===== src/clst_pkg.sv =====
// Shared types and codes for the circular list store.
package clst_pkg;

  typedef enum logic [2:0] {
    CMD_PREPEND   = 3'd0,
    CMD_APPEND    = 3'd1,
    CMD_DROP_HEAD = 3'd2,
    CMD_DROP_TAIL = 3'd3,
    CMD_INSERT_AT = 3'd4,
    CMD_ERASE_AT  = 3'd5,
    CMD_READ_AT   = 3'd6,
    CMD_CLEAR     = 3'd7
  } cmd_e;

  typedef enum logic [1:0] {
    ST_OK    = 2'd0,
    ST_EMPTY = 2'd1,
    ST_FULL  = 2'd2,
    ST_RANGE = 2'd3
  } status_e;

  typedef enum logic [1:0] {
    K_NONE,
    K_ADD,
    K_REM,
    K_READ
  } kind_e;

  typedef enum logic [1:0] {
    E_FRONT,
    E_BACK,
    E_MID
  } end_e;

  typedef enum logic [3:0] {
    S_INIT,
    S_IDLE,
    S_WALK_REQ,
    S_WALK,
    S_ADD1,
    S_ADD2,
    S_REM_A,
    S_REM_B,
    S_REM_C,
    S_RD1,
    S_RD2,
    S_CLR,
    S_FIN
  } state_e;

  typedef struct packed {
    logic    valid;
    status_e status;
  } res_ctrl_t;

endpackage


===== src/clst_ram.sv =====
// Simple dual-port synchronous RAM with registered read data.
module clst_ram #(
  parameter int DEPTH = 64,
  parameter int WIDTH = 32,
  localparam int ADDR_W = $clog2(DEPTH)
) (
  input  logic              clk_i,
  input  logic              we_i,
  input  logic [ADDR_W-1:0] waddr_i,
  input  logic [WIDTH-1:0]  wdata_i,
  input  logic [ADDR_W-1:0] raddr_i,
  output logic [WIDTH-1:0]  rdata_o
);

  logic [WIDTH-1:0] mem [DEPTH];
  logic [WIDTH-1:0] rdata_q;

  always_ff @(posedge clk_i) begin
    if (we_i) begin
      mem[waddr_i] <= wdata_i;
    end
    rdata_q <= mem[raddr_i];
  end

  assign rdata_o = rdata_q;

endmodule


===== src/clst_seq.sv =====
// Command sequencer: node memories, list pointers and the link-chain walker.
module clst_seq #(
  parameter int CAPACITY = 64,
  parameter int WORD_BITS = 32,
  localparam int SLOT_W = $clog2(CAPACITY),
  localparam int CNT_W = $clog2(CAPACITY + 1)
) (
  input  logic                    clk_i,
  input  logic                    rst_ni,
  input  logic                    in_valid_i,
  output logic                    in_stall_o,
  input  logic [2:0]              command_i,
  input  logic [CNT_W-1:0]        position_i,
  input  logic [WORD_BITS-1:0]    data_value_i,
  input  logic                    res_take_i,
  output clst_pkg::res_ctrl_t     res_ctrl_o,
  output logic [WORD_BITS-1:0]    res_value_o,
  output logic [WORD_BITS-1:0]    res_front_o,
  output logic [WORD_BITS-1:0]    res_back_o,
  output logic [CNT_W-1:0]        res_count_o,
  output logic                    res_empty_o
);

  clst_pkg::state_e  state_q, state_d;
  clst_pkg::kind_e   kind_q;
  clst_pkg::end_e    end_q;
  clst_pkg::status_e status_q;

  logic [WORD_BITS-1:0] data_q, value_q, front_q, back_q;
  logic [SLOT_W-1:0]    head_q, tail_q, free_q, cur_q, prev_q, slot_q, nxt_q, init_q;
  logic [CNT_W-1:0]     count_q, steps_q;

  // memory ports
  logic                 link_we;
  logic [SLOT_W-1:0]    link_waddr, link_wdata, link_raddr, link_rdata;
  logic                 word_we;
  logic [SLOT_W-1:0]    word_raddr;
  logic [WORD_BITS-1:0] word_rdata;

  // command decode
  clst_pkg::cmd_e    cmd;
  clst_pkg::status_e dec_status;
  clst_pkg::kind_e   dec_kind;
  clst_pkg::end_e    dec_end;
  clst_pkg::state_e  dec_next, post_walk;
  logic [CNT_W-1:0]  dec_steps;
  logic [SLOT_W-1:0] dec_slot, rem_slot;
  logic              accept, is_empty, is_full, is_single, init_last;

  assign cmd       = clst_pkg::cmd_e'(command_i);
  assign accept    = in_valid_i && (state_q == clst_pkg::S_IDLE);
  assign is_empty  = (count_q == '0);
  assign is_full   = (count_q == CNT_W'(CAPACITY));
  assign is_single = (count_q == CNT_W'(1));
  assign init_last = (init_q == SLOT_W'(CAPACITY - 1));
  assign rem_slot  = (end_q == clst_pkg::E_MID) ? cur_q : slot_q;

  always_comb begin
    unique case (kind_q)
      clst_pkg::K_ADD: post_walk = clst_pkg::S_ADD1;
      clst_pkg::K_REM: post_walk = clst_pkg::S_REM_A;
      default:         post_walk = clst_pkg::S_RD1;
    endcase
  end

  always_comb begin
    dec_status = clst_pkg::ST_OK;
    dec_kind   = clst_pkg::K_NONE;
    dec_end    = clst_pkg::E_FRONT;
    dec_next   = clst_pkg::S_FIN;
    dec_steps  = position_i;
    dec_slot   = free_q;
    unique case (cmd)
      clst_pkg::CMD_PREPEND, clst_pkg::CMD_APPEND: begin
        if (is_full) begin
          dec_status = clst_pkg::ST_FULL;
        end else begin
          dec_kind = clst_pkg::K_ADD;
          dec_end  = (cmd == clst_pkg::CMD_PREPEND) ? clst_pkg::E_FRONT : clst_pkg::E_BACK;
          dec_next = clst_pkg::S_ADD1;
        end
      end
      clst_pkg::CMD_DROP_HEAD: begin
        if (is_empty) begin
          dec_status = clst_pkg::ST_EMPTY;
        end else begin
          dec_kind = clst_pkg::K_REM;
          dec_slot = head_q;
          dec_next = is_single ? clst_pkg::S_REM_C : clst_pkg::S_REM_A;
        end
      end
      clst_pkg::CMD_DROP_TAIL: begin
        if (is_empty) begin
          dec_status = clst_pkg::ST_EMPTY;
        end else begin
          dec_kind  = clst_pkg::K_REM;
          dec_end   = clst_pkg::E_BACK;
          dec_slot  = tail_q;
          dec_steps = count_q - CNT_W'(1);
          dec_next  = is_single ? clst_pkg::S_REM_C : clst_pkg::S_WALK_REQ;
        end
      end
      clst_pkg::CMD_INSERT_AT: begin
        if (position_i > count_q) begin
          dec_status = clst_pkg::ST_RANGE;
        end else if (is_full) begin
          dec_status = clst_pkg::ST_FULL;
        end else begin
          dec_kind = clst_pkg::K_ADD;
          if (position_i == '0) begin
            dec_next = clst_pkg::S_ADD1;
          end else if (position_i == count_q) begin
            dec_end  = clst_pkg::E_BACK;
            dec_next = clst_pkg::S_ADD1;
          end else begin
            dec_end  = clst_pkg::E_MID;
            dec_next = clst_pkg::S_WALK_REQ;
          end
        end
      end
      clst_pkg::CMD_ERASE_AT: begin
        if (is_empty) begin
          dec_status = clst_pkg::ST_EMPTY;
        end else if (position_i >= count_q) begin
          dec_status = clst_pkg::ST_RANGE;
        end else begin
          dec_kind = clst_pkg::K_REM;
          if (position_i == '0) begin
            dec_slot = head_q;
            dec_next = is_single ? clst_pkg::S_REM_C : clst_pkg::S_REM_A;
          end else if (position_i == count_q - CNT_W'(1)) begin
            dec_end   = clst_pkg::E_BACK;
            dec_slot  = tail_q;
            dec_steps = count_q - CNT_W'(1);
            dec_next  = clst_pkg::S_WALK_REQ;
          end else begin
            dec_end  = clst_pkg::E_MID;
            dec_next = clst_pkg::S_WALK_REQ;
          end
        end
      end
      clst_pkg::CMD_READ_AT: begin
        if (is_empty) begin
          dec_status = clst_pkg::ST_EMPTY;
        end else if (position_i >= count_q) begin
          dec_status = clst_pkg::ST_RANGE;
        end else begin
          dec_kind = clst_pkg::K_READ;
          dec_next = clst_pkg::S_WALK_REQ;
        end
      end
      clst_pkg::CMD_CLEAR: begin
        dec_next = clst_pkg::S_CLR;
      end
      default: begin
        dec_next = clst_pkg::S_FIN;
      end
    endcase
  end

  always_ff @(posedge clk_i or negedge rst_ni) begin
    if (!rst_ni) begin
      state_q <= clst_pkg::S_INIT;
    end else begin
      state_q <= state_d;
    end
  end

  // next state and memory port control
  always_comb begin
    state_d    = state_q;
    link_we    = 1'b0;
    link_waddr = tail_q;
    link_wdata = slot_q;
    link_raddr = cur_q;
    word_we    = 1'b0;
    word_raddr = cur_q;
    unique case (state_q)
      clst_pkg::S_INIT: begin
        // build the free chain: slot i links to slot i+1, last back to 0
        link_we    = 1'b1;
        link_waddr = init_q;
        link_wdata = init_last ? '0 : init_q + SLOT_W'(1);
        if (init_last) begin
          state_d = clst_pkg::S_IDLE;
        end
      end
      clst_pkg::S_IDLE: begin
        if (accept) begin
          state_d = dec_next;
        end
      end
      clst_pkg::S_WALK_REQ: begin
        link_raddr = cur_q;
        state_d    = (steps_q == '0) ? post_walk : clst_pkg::S_WALK;
      end
      clst_pkg::S_WALK: begin
        // chase the link just read, one node per cycle
        link_raddr = link_rdata;
        if (steps_q == CNT_W'(1)) begin
          state_d = post_walk;
        end
      end
      clst_pkg::S_ADD1: begin
        link_raddr = slot_q;
        word_we    = 1'b1;
        link_we    = !is_empty;
        link_waddr = (end_q == clst_pkg::E_MID) ? prev_q : tail_q;
        link_wdata = slot_q;
        state_d    = clst_pkg::S_ADD2;
      end
      clst_pkg::S_ADD2: begin
        link_we    = 1'b1;
        link_waddr = slot_q;
        if (is_empty) begin
          link_wdata = slot_q;
        end else if (end_q == clst_pkg::E_MID) begin
          link_wdata = cur_q;
        end else begin
          link_wdata = head_q;
        end
        state_d = clst_pkg::S_FIN;
      end
      clst_pkg::S_REM_A: begin
        link_raddr = rem_slot;
        word_raddr = rem_slot;
        state_d    = clst_pkg::S_REM_B;
      end
      clst_pkg::S_REM_B: begin
        // unlink the node and fetch the word of the new end
        link_we    = 1'b1;
        link_waddr = (end_q == clst_pkg::E_FRONT) ? tail_q : prev_q;
        link_wdata = (end_q == clst_pkg::E_BACK) ? head_q : link_rdata;
        word_raddr = (end_q == clst_pkg::E_FRONT) ? link_rdata : prev_q;
        state_d    = clst_pkg::S_REM_C;
      end
      clst_pkg::S_REM_C: begin
        link_we    = 1'b1;
        link_waddr = rem_slot;
        link_wdata = free_q;
        state_d    = clst_pkg::S_FIN;
      end
      clst_pkg::S_RD1: begin
        word_raddr = cur_q;
        state_d    = clst_pkg::S_RD2;
      end
      clst_pkg::S_RD2: begin
        state_d = clst_pkg::S_FIN;
      end
      clst_pkg::S_CLR: begin
        // splice the whole ring onto the free chain
        link_we    = !is_empty;
        link_waddr = tail_q;
        link_wdata = free_q;
        state_d    = clst_pkg::S_FIN;
      end
      clst_pkg::S_FIN: begin
        if (res_take_i) begin
          state_d = clst_pkg::S_IDLE;
        end
      end
      default: begin
        state_d = clst_pkg::S_IDLE;
      end
    endcase
  end

  // list pointers and count
  always_ff @(posedge clk_i or negedge rst_ni) begin
    if (!rst_ni) begin
      init_q  <= '0;
      head_q  <= '0;
      tail_q  <= '0;
      free_q  <= '0;
      count_q <= '0;
    end else begin
      unique case (state_q)
        clst_pkg::S_INIT: begin
          init_q <= init_q + SLOT_W'(1);
        end
        clst_pkg::S_ADD2: begin
          free_q  <= link_rdata;
          count_q <= count_q + CNT_W'(1);
          if (is_empty) begin
            head_q <= slot_q;
            tail_q <= slot_q;
          end else if (end_q == clst_pkg::E_FRONT) begin
            head_q <= slot_q;
          end else if (end_q == clst_pkg::E_BACK) begin
            tail_q <= slot_q;
          end
        end
        clst_pkg::S_REM_C: begin
          free_q  <= rem_slot;
          count_q <= count_q - CNT_W'(1);
          if (is_single) begin
            head_q <= '0;
            tail_q <= '0;
          end else if (end_q == clst_pkg::E_FRONT) begin
            head_q <= nxt_q;
          end else if (end_q == clst_pkg::E_BACK) begin
            tail_q <= prev_q;
          end
        end
        clst_pkg::S_CLR: begin
          if (!is_empty) begin
            free_q  <= head_q;
            head_q  <= '0;
            tail_q  <= '0;
            count_q <= '0;
          end
        end
        default: begin
        end
      endcase
    end
  end

  // per-command working registers and end words
  always_ff @(posedge clk_i) begin
    unique case (state_q)
      clst_pkg::S_IDLE: begin
        if (accept) begin
          data_q   <= data_value_i;
          status_q <= dec_status;
          value_q  <= '0;
          kind_q   <= dec_kind;
          end_q    <= dec_end;
          slot_q   <= dec_slot;
          steps_q  <= dec_steps;
          cur_q    <= head_q;
        end
      end
      clst_pkg::S_WALK: begin
        prev_q  <= cur_q;
        cur_q   <= link_rdata;
        steps_q <= steps_q - CNT_W'(1);
      end
      clst_pkg::S_ADD2: begin
        if (is_empty) begin
          front_q <= data_q;
          back_q  <= data_q;
        end else if (end_q == clst_pkg::E_FRONT) begin
          front_q <= data_q;
        end else if (end_q == clst_pkg::E_BACK) begin
          back_q <= data_q;
        end
      end
      clst_pkg::S_REM_B: begin
        nxt_q <= link_rdata;
        if (end_q == clst_pkg::E_MID) begin
          value_q <= word_rdata;
        end
      end
      clst_pkg::S_REM_C: begin
        if (end_q == clst_pkg::E_FRONT) begin
          value_q <= front_q;
          if (!is_single) begin
            front_q <= word_rdata;
          end
        end else if (end_q == clst_pkg::E_BACK) begin
          value_q <= back_q;
          if (!is_single) begin
            back_q <= word_rdata;
          end
        end
      end
      clst_pkg::S_RD2: begin
        value_q <= word_rdata;
      end
      default: begin
      end
    endcase
  end

  clst_ram #(
    .DEPTH (CAPACITY),
    .WIDTH (SLOT_W)
  ) u_link_ram (
    .clk_i   (clk_i),
    .we_i    (link_we),
    .waddr_i (link_waddr),
    .wdata_i (link_wdata),
    .raddr_i (link_raddr),
    .rdata_o (link_rdata)
  );

  clst_ram #(
    .DEPTH (CAPACITY),
    .WIDTH (WORD_BITS)
  ) u_word_ram (
    .clk_i   (clk_i),
    .we_i    (word_we),
    .waddr_i (slot_q),
    .wdata_i (data_q),
    .raddr_i (word_raddr),
    .rdata_o (word_rdata)
  );

  assign in_stall_o        = (state_q != clst_pkg::S_IDLE);
  assign res_ctrl_o.valid  = (state_q == clst_pkg::S_FIN);
  assign res_ctrl_o.status = status_q;
  assign res_value_o       = value_q;
  assign res_front_o       = is_empty ? '0 : front_q;
  assign res_back_o        = is_empty ? '0 : back_q;
  assign res_count_o       = count_q;
  assign res_empty_o       = is_empty;

endmodule


===== src/circular_list_store_core.sv =====
// Top level of the circular list store: sequencer plus output word register.
//
//  channel | direction | handshake            | word
//  --------+-----------+----------------------+--------------------------------------------
//  in      | input     | in_valid_i/in_stall_o   | command_i, position_i, data_value_i
//  out     | output    | out_valid_o/out_stall_i | status_o, value_o, front_value_o,
//          |           |                         | back_value_o, count_o, is_empty_o
//
// A failing command goes from accept straight to the result state. The others pass
// through their own states: clear, add at either end, remove at the front (a shorter
// path for the last element); insert or erase in the middle, read, and remove at the back
// of a longer list first walk the link chain one node per cycle. After reset the link memory
// is swept across all CAPACITY slots to build the free chain while in_stall_o stays high. A finished
// word waits in the output register, so the next command is taken while out_stall_i is high.
module circular_list_store_core #(
  parameter int CAPACITY = 64,
  parameter int WORD_BITS = 32,
  localparam int CNT_W = $clog2(CAPACITY + 1)
) (
  input  logic                        clk_i,
  input  logic                        rst_ni,
  input  logic                        in_valid_i,
  output logic                        in_stall_o,
  input  logic [2:0]                  command_i,
  input  logic [CNT_W-1:0]            position_i,
  input  logic signed [WORD_BITS-1:0] data_value_i,
  output logic                        out_valid_o,
  input  logic                        out_stall_i,
  output logic [1:0]                  status_o,
  output logic signed [WORD_BITS-1:0] value_o,
  output logic signed [WORD_BITS-1:0] front_value_o,
  output logic signed [WORD_BITS-1:0] back_value_o,
  output logic [CNT_W-1:0]            count_o,
  output logic                        is_empty_o
);

  clst_pkg::res_ctrl_t  res_ctrl;
  logic [WORD_BITS-1:0] res_value, res_front, res_back;
  logic [CNT_W-1:0]     res_count;
  logic                 res_empty, res_take, res_load;

  clst_pkg::status_e    status_q;
  logic                 out_valid_q;
  logic [WORD_BITS-1:0] value_q, front_q, back_q;
  logic [CNT_W-1:0]     count_q;
  logic                 empty_q;

  clst_seq #(
    .CAPACITY  (CAPACITY),
    .WORD_BITS (WORD_BITS)
  ) u_seq (
    .clk_i        (clk_i),
    .rst_ni       (rst_ni),
    .in_valid_i   (in_valid_i),
    .in_stall_o   (in_stall_o),
    .command_i    (command_i),
    .position_i   (position_i),
    .data_value_i (data_value_i),
    .res_take_i   (res_take),
    .res_ctrl_o   (res_ctrl),
    .res_value_o  (res_value),
    .res_front_o  (res_front),
    .res_back_o   (res_back),
    .res_count_o  (res_count),
    .res_empty_o  (res_empty)
  );

  assign res_take = !out_valid_q || !out_stall_i;
  assign res_load = res_ctrl.valid && res_take;

  always_ff @(posedge clk_i or negedge rst_ni) begin
    if (!rst_ni) begin
      out_valid_q <= 1'b0;
    end else if (res_load) begin
      out_valid_q <= 1'b1;
    end else if (!out_stall_i) begin
      out_valid_q <= 1'b0;
    end
  end

  always_ff @(posedge clk_i) begin
    if (res_load) begin
      status_q <= res_ctrl.status;
      value_q  <= res_value;
      front_q  <= res_front;
      back_q   <= res_back;
      count_q  <= res_count;
      empty_q  <= res_empty;
    end
  end

  assign out_valid_o   = out_valid_q;
  assign status_o      = status_q;
  assign value_o       = value_q;
  assign front_value_o = front_q;
  assign back_value_o  = back_q;
  assign count_o       = count_q;
  assign is_empty_o    = empty_q;

  a_count_bound : assert property (@(posedge clk_i) disable iff (!rst_ni)
    res_ctrl.valid |-> (res_count <= CNT_W'(CAPACITY)))
    else $error("element count above capacity");

  a_full_count : assert property (@(posedge clk_i) disable iff (!rst_ni)
    (out_valid_o && (status_o == clst_pkg::ST_FULL)) |-> (count_o == CNT_W'(CAPACITY)))
    else $error("full status with room left");

  a_empty_status : assert property (@(posedge clk_i) disable iff (!rst_ni)
    (out_valid_o && (status_o == clst_pkg::ST_EMPTY)) |-> (is_empty_o && (value_o == '0)))
    else $error("empty status on a nonempty list");

  a_one_at_a_time : assert property (@(posedge clk_i) disable iff (!rst_ni)
    (in_valid_i && !in_stall_o) |=> !res_ctrl.valid || $past(res_ctrl.valid) == 1'b0)
    else $error("result pending while a new command was taken");

endmodule

===== config.mk =====
export PLATFORM = sky130hd
export DESIGN_NAME = circular_list_store_core
export DESIGN_NICKNAME = d
export VERILOG_FILES = /design/src/clst_pkg.sv /design/src/clst_ram.sv /design/src/clst_seq.sv /design/src/circular_list_store_core.sv
export SDC_FILE = /design/constraint.sdc
export NUM_CORES = 2
export LEC_CHECK = 0
export ABC_AREA = 1
export BUFFER_PORTS_ARGS = -buffer_cell sky130_fd_sc_hd__buf_4
export CAP_MARGIN = 20
export CELL_PAD_IN_SITES_DETAIL_PLACEMENT = 0
export CELL_PAD_IN_SITES_GLOBAL_PLACEMENT = 1
export CORE_MARGIN = 5
export CORE_UTILIZATION = 40
export CTS_CLUSTER_DIAMETER = 30
export DETAILED_ROUTE_END_ITERATION = 12
export HOLD_SLACK_MARGIN = 0.05
export MAX_ROUTING_LAYER = met4
export PLACE_DENSITY_LB_ADDON = 0.2
export SYNTH_ARGS = -nofsm -noshare
export SYNTH_HDL_FRONTEND = slang
export SYNTH_SLANG_ARGS = --single-unit

===== constraint.sdc =====
create_clock -name clk_i -period 15.8 [get_ports clk_i]
set_input_delay 2.37 -clock clk_i [delete_from_list [all_inputs] [get_ports clk_i]]
set_output_delay 2.37 -clock clk_i [all_outputs]
set_load 0.01 [all_outputs]

# Yosys cells after proc, flatten, opt, wreduce, memory -nomap -nowiden

Memory sizes are Yosys's and may differ from the RTL's. A register that Yosys moved wholly into a read port is not among the register bits.
Cells that the tools add are included.

Register bits after elaboration: 307
RAM bits: 2,432
Output and inout port bits: 108
Logic and storage cells: 230
Memories: 2

Memory list:

| memory               | depth | bits a word | rd ports | clocked after Yosys merged registers in | wr ports | line           | RTL |
|---|---|---|---|---|---|---|---|
| u_seq.u_word_ram.mem | 64    | 32          | 1        | 1                                       | 1        | clst_ram.sv:15 | `logic [WIDTH-1:0] mem [DEPTH];` |
| u_seq.u_link_ram.mem | 64    | 6           | 1        | 1                                       | 1        | clst_ram.sv:15 |  |

Add/sub/neg operators: 4
Magnitude comparators: 2
Equality and inequality tests: 48
Multiplexer cells: 117
Reduce and logical (&&, ||, !) cells: 32

Operator list:

| kind                | count |
|---|---|
| $mux 32             | 13 |
| $mux 6              | 26 |
| $pmux 32 s2         | 2 |
| $pmux 32 s4         | 1 |
| $pmux 6 s3          | 5 |
| $mux 4              | 18 |
| $mux 7              | 7 |
| $pmux 4 s10         | 1 |
| $mux 2              | 19 |
| $pmux 6 s5          | 1 |
| $pmux 4 s7          | 1 |
| $pmux 7 s2          | 2 |
| $pmux 6 s2          | 2 |
| $pmux 6 s4          | 1 |
| $logic_not 7->1     | 3 |
| $pmux 7 s3          | 1 |
| $eq 4x4->1 const B  | 5 |
| $eq 4x3->1 const B  | 4 |
| $ne 2x1->1 const B  | 8 |
| $pmux 2 s4          | 2 |
| $reduce_and 4->1    | 4 |
| $eq 7x1->1 const B  | 2 |
| $eq 7x7->1          | 2 |
| $sub 7x1->7 const B | 2 |
| other kinds (36)    | 71 |

# Logic depth before layout (Yosys ltp)

Word-level depth: 9
Mapped depth: 17
Gate-level depth less buffers: 16

# By module

Synthesis repeated with hierarchy kept, for this count alone.

Cell total of the unflattened synthesis: 9,553
Area, all modules: 113,044.7 sq um

By module, submodules not included:

| module                       | times used | cells an instance | area each (sq um) |
|---|---|---|---|
| clst_ram at u_seq.u_word_ram | 1          | 6,769             | 82,738.1 |
| clst_ram at u_seq.u_link_ram | 1          | 1,393             | 15,942.8 |
| clst_seq                     | 1          | 1,280             | 11,139.4 |
| circular_list_store_core     | 1          | 111               | 3,224.3 |

# Worst setup path after synthesis

Ideal clock, no wire load.

Kind: in2reg
Start point: input port out_stall_i
End point: register back_q[0] (netlist: back_value_o[0]), enable pin
Library setup time: 571 ps
Arrival: 6,883 ps
Required time: 15,229 ps
Path slack: 8,346 ps
Stages: 3
Buffers on the path: 0
Path through: nand2_1 > inv_1 > nor2_1

Word-level cells in the longest chain between the ends: 3

RTL lines:

| element              | line                           | RTL |
|---|---|---|
| from (decl)          | circular_list_store_core.sv:28 | `input logic out_stall_i,` |
| $logic_not 1->1      | n/a                            |  |
| $logic_or 1x1->1     | circular_list_store_core.sv:68 | `assign res_take = !out_valid_q \|\| !out_stall_i;` |
| $logic_and 1x1->1    | circular_list_store_core.sv:69 | `assign res_load = res_ctrl.valid && res_take;` |
| named net res_load   | circular_list_store_core.sv:40 | `logic res_empty, res_take, res_load;` |
| to (signal assigned) | circular_list_store_core.sv:86 | `back_q <= res_back;` |
| to (decl)            | circular_list_store_core.sv:44 | `logic [WORD_BITS-1:0] value_q, front_q, back_q;` |

The timed path passes the listed nets, and every way through them passes these cells.
A chain may end at the register's enable or synchronous reset.

# Worst setup path after layout

Start point: register u_seq.state_q[3]
End point: register u_seq.u_word_ram.rdata_q[20] (netlist: u_seq.u_word_ram.rdata_o[20]) (read register of u_seq.u_word_ram.mem)

Word-level cells in the longest chain between the ends: 2

RTL lines:

| element                | line            | RTL |
|---|---|---|
| from (decl)            | clst_seq.sv:24  | `clst_pkg::state_e state_q, state_d;` |
| from (signal assigned) | clst_seq.sv:163 | `state_q <= clst_pkg::S_INIT;` |
| from (signal assigned) | clst_seq.sv:165 | `state_q <= state_d;` |
| $eq 4x3->1             | clst_seq.sv:178 | `unique case (state_q)` |
| $pmux 6 s2 (*)         | clst_seq.sv:178 |  |
| to (decl)              | clst_ram.sv:16  | `logic [WIDTH-1:0] rdata_q;` |

Every way passes the cells marked *; elsewhere a longest branch is shown, timed or not.

==> impl_metrics.py <==
metrics = {
    "sta": {
        "clock.fmax_mhz": 170,
        "hold_ws_ns": 0.402,
        "period_needed_ns": 5.89,
        "setup_viol": 0,
        "fin_crit_sh_pct": 37.3,
        "hold_viol_final": 0,
        "worst_pin_slew_ns": 1.23,
        "max_slew_margin_pct": 18.0,
        "timing.final.ws_setup_ns": 9.91,
        "rsz0062_at_grt": "no",
        "maxSlewViolCount": 0,
        "finalClockSkew_ns": 0.0554,
        "tns_ns": 0,
    },
    "clock_network": {
        "hold_buffers": 0,
        "cts_buffer_depth": 4,
        "worstSkewPairLatency_ns": 1.04,
        "numCtsBuffers": 617,
        "cts_sinks": 2777,
        "h-tree-depth": 6,
        "cts.clk_slew.worst_paths_ns": 0.04,
        "cts_tree": "built",
        "cts_resized": 0,
        "cts_setup_buffers": 0,
        "root_buffer": "clkbuf_16",
    },
    "placed_design": {
        "gp_congestion": 0.846,
        "dp_hpwl_um": 220000,
        "post-place-ws_ns": 9.97,
        "portBuffers": 153,
        "placed_area_um2": 126000,
    },
    "logic_synthesis": {
        "synthTopCellsByCount": "edfxtp_1 (2703), nand2_1 (2248), nand3_1 (2212), inv_1 (1304), nand3b_1 (839)",
        "yosysSeqAreaShare_pct": 68.7,
        "syn_area_per_cell_um2": 11.2,
        "syn-cell-area_um2": 121000,
        "synth_ff_type": "edfxtp_1",
        "netlist_top_cells_area": "edfxtp_1 (67%), nand3_1 (9.2%), nand2_1 (7.0%), nand3b_1 (5.2%), inv_1 (4.1%)",
        "ys_ff_latch": 2777,
        "synth_edf_count": 2703,
        "ys_warn_count": 0,
        "netlist_instances": 10800,
        "syn_nets": 10800,
        "synth.most_common_cell": "edfxtp_1",
        "synth_largest_area_cell": "edfxtp_1",
        "yosysUniqueCellTypes": 55,
        "synthArstFlopShare_pct": 1.30,
        "yosys.area.top_type_share_pct": 67.3,
    },
    "critical_path": {
        "cp-end-kind": "flop",
        "cpPeakStageDelay_ns": 0.81,
        "timing.rr.start": "u_seq.state_q[3]",
        "worst_ep_arrival_time_ns": 6.77,
        "slowest_stage": "buf_4",
        "start_kind": "flop",
        "startpoint": "u_seq.state_q[3]",
        "cp_num_buf_inv": 6,
        "worst-path-max-fanout": 73,
        "criticalPathCategory": "flop to flop",
        "critPathTopFamily": "buffers and inverters",
        "path_cells": "inv_2, nand2_2, o21ai_4, buf_4, buf_4, buf_4, buf_4, buf_4, nand3b_1, nand3_1, nand3_1, nand3_1, nand3_1, nand3_1, nand2_1",
        "crit_required_ns": 16.67,
    },
    "floorplan": {
        "boundaryPins": 154,
        "placementRows": 201,
        "die_w_um": 559,
        "core-area_um2": 300000,
        "start_util_pct": 40.2,
        "die_h_um": 559,
        "die_area_um2": 312000,
    },
    "layout": {
        "drive_gt1_share_pct": 12.6,
        "syn_to_final_growth_pct": 21.9,
        "layout.nets": 11200,
        "fin_area_um2": 147000,
    },
    "route": {
        "vias": 85400,
        "drtIter0Drc": 10600,
        "drcViolationCount": 0,
        "dr.pass1.iters": 6,
        "wl_per_cell_um": 26.3,
        "antenna_left": 0,
        "viasPerCell": 5.48,
        "finalWirelength_um": 410000,
    },
    "outcome": {
        "outcome": "finished, final reports clean",
    },
    "pwr": {
        "power-per-cell-area_nw_per_um2": 140,
        "irDropWorstVdd_uv": 108,
        "finalPower_mw": 20.6,
        "p_leak_nw": 56.7,
    },
    "run": {
        "max_cap_violations": 0,
    },
    "min_path": {
        "min_path_type": "flop to flop",
        "hold_start": "u_seq.status_q[0]",
    },
    "global_route": {
        "track_usage_pct": 26.1,
        "grt_antenna_before_repair": 33,
        "grt-ovfl-total": 0,
        "grt_pass1_wl_um": 586000,
        "grt_max_degree": 191,
        "grt_pass1_vias": 82300,
    },
}
## registers in the layout, summed over array words and instances (netlist names), 7 cells and up
signal	flops
u_seq.data_q	32
front_value_o	32
u_seq.back_q	32
u_seq.u_word_ram.mem	2048
u_seq.u_link_ram.mem	384
back_value_o	32
u_seq.res_value_o	32
count_o	7
u_seq.front_q	32
u_seq.res_count_o	7
value_o	32
u_seq.u_word_ram.rdata_o	32
u_seq.steps_q	7
## layout make-up
type                       instances  area (um2)
antenna                           11        27.5
clock buffer                     708       15900
clock inverter                   416        4860
fill                           26500      153000
inverter                        1321        4990
multi-input combinational       6010       30500
sequential                      2777       82800
tap                             3958        4950
timing repair buffer             366        2880
## stage by stage
step	utilization, %	cells
final	49.0	15600
after CTS	48.9	15600
after global routing	49.0	15600
after global placement	42.0	14400
after floorplan	-	10800
after detailed placement	42.0	14400
## power by group
group	internal (mW)	switching (mW)
Sequential	7.98	0.00000000000000000556
Clock	8.34	4.25
Combinational	0.0116	0.0166
Total	16.3	4.26
## cell families after synthesis
| group | share of synthesized area (%) |
|---|---|
| xor+xnor | 0.0986 |
| fa+ha+maj | 0.156 |
| flops | 68.7 |
| simple gates | 22.7 |
| buf+inv | 6.57 |
| compound gates | 1.76 |
## layer usage
layer / vias to the layer above / global-route usage (%) / share of wire (%)
met4: 0 / 7.76 / 3.0
met1: 42600 / 36.8 / 44
met2: 3988 / 39.1 / 45
met5: - / - / 0
li1: 38100 / - / -
met3: 693 / 4.15 / 8.5
## layout by cell type, fill, tap and decap left out, types with 15 or more instances in the layout
cell        Yosys  final
a21oi_1        55     51
buf_4           4    352
bufinv_16       0     68
clkbuf_1      242     85
clkbuf_16       0    619
clkinv_1        2     84
clkinv_16       0     23
clkinv_2        0    120
clkinv_4        0     25
clkinvlp_4      0     53
dfrtp_1        36     36
dfxtp_1        38     38
edfxtp_1     2703   2703
ha_1           15     15
inv_1        1304   1301
inv_6           0     23
nand2_1      2248   2243
nand3_1      2212   2211
nand3b_1      839    839
nand4_1        15     15
nor2_1        286    218
nor2_4          2     69
nor3_1         23     22
o211ai_1       85     85
o21ai_0        83     80
o221ai_1       34     34
o22ai_1        19     18
## worst paths after layout
path | end | slack (ns) | depth (start not counted)
min in group asynchronous | u_seq.res_count_o[5] | 1.37 | 1
min | status_o[0] | 0.40 | 0
max reg2reg | u_seq.u_word_ram.rdata_o[20] | 9.91 | 15
max | u_seq.u_word_ram.rdata_o[20] | 9.91 | 15
min reg2reg | status_o[0] | 0.40 | 0
max in group asynchronous | u_seq.head_q[0] | 13.96 | 1
Note: power is estimated with default switching activity, not from simulation.
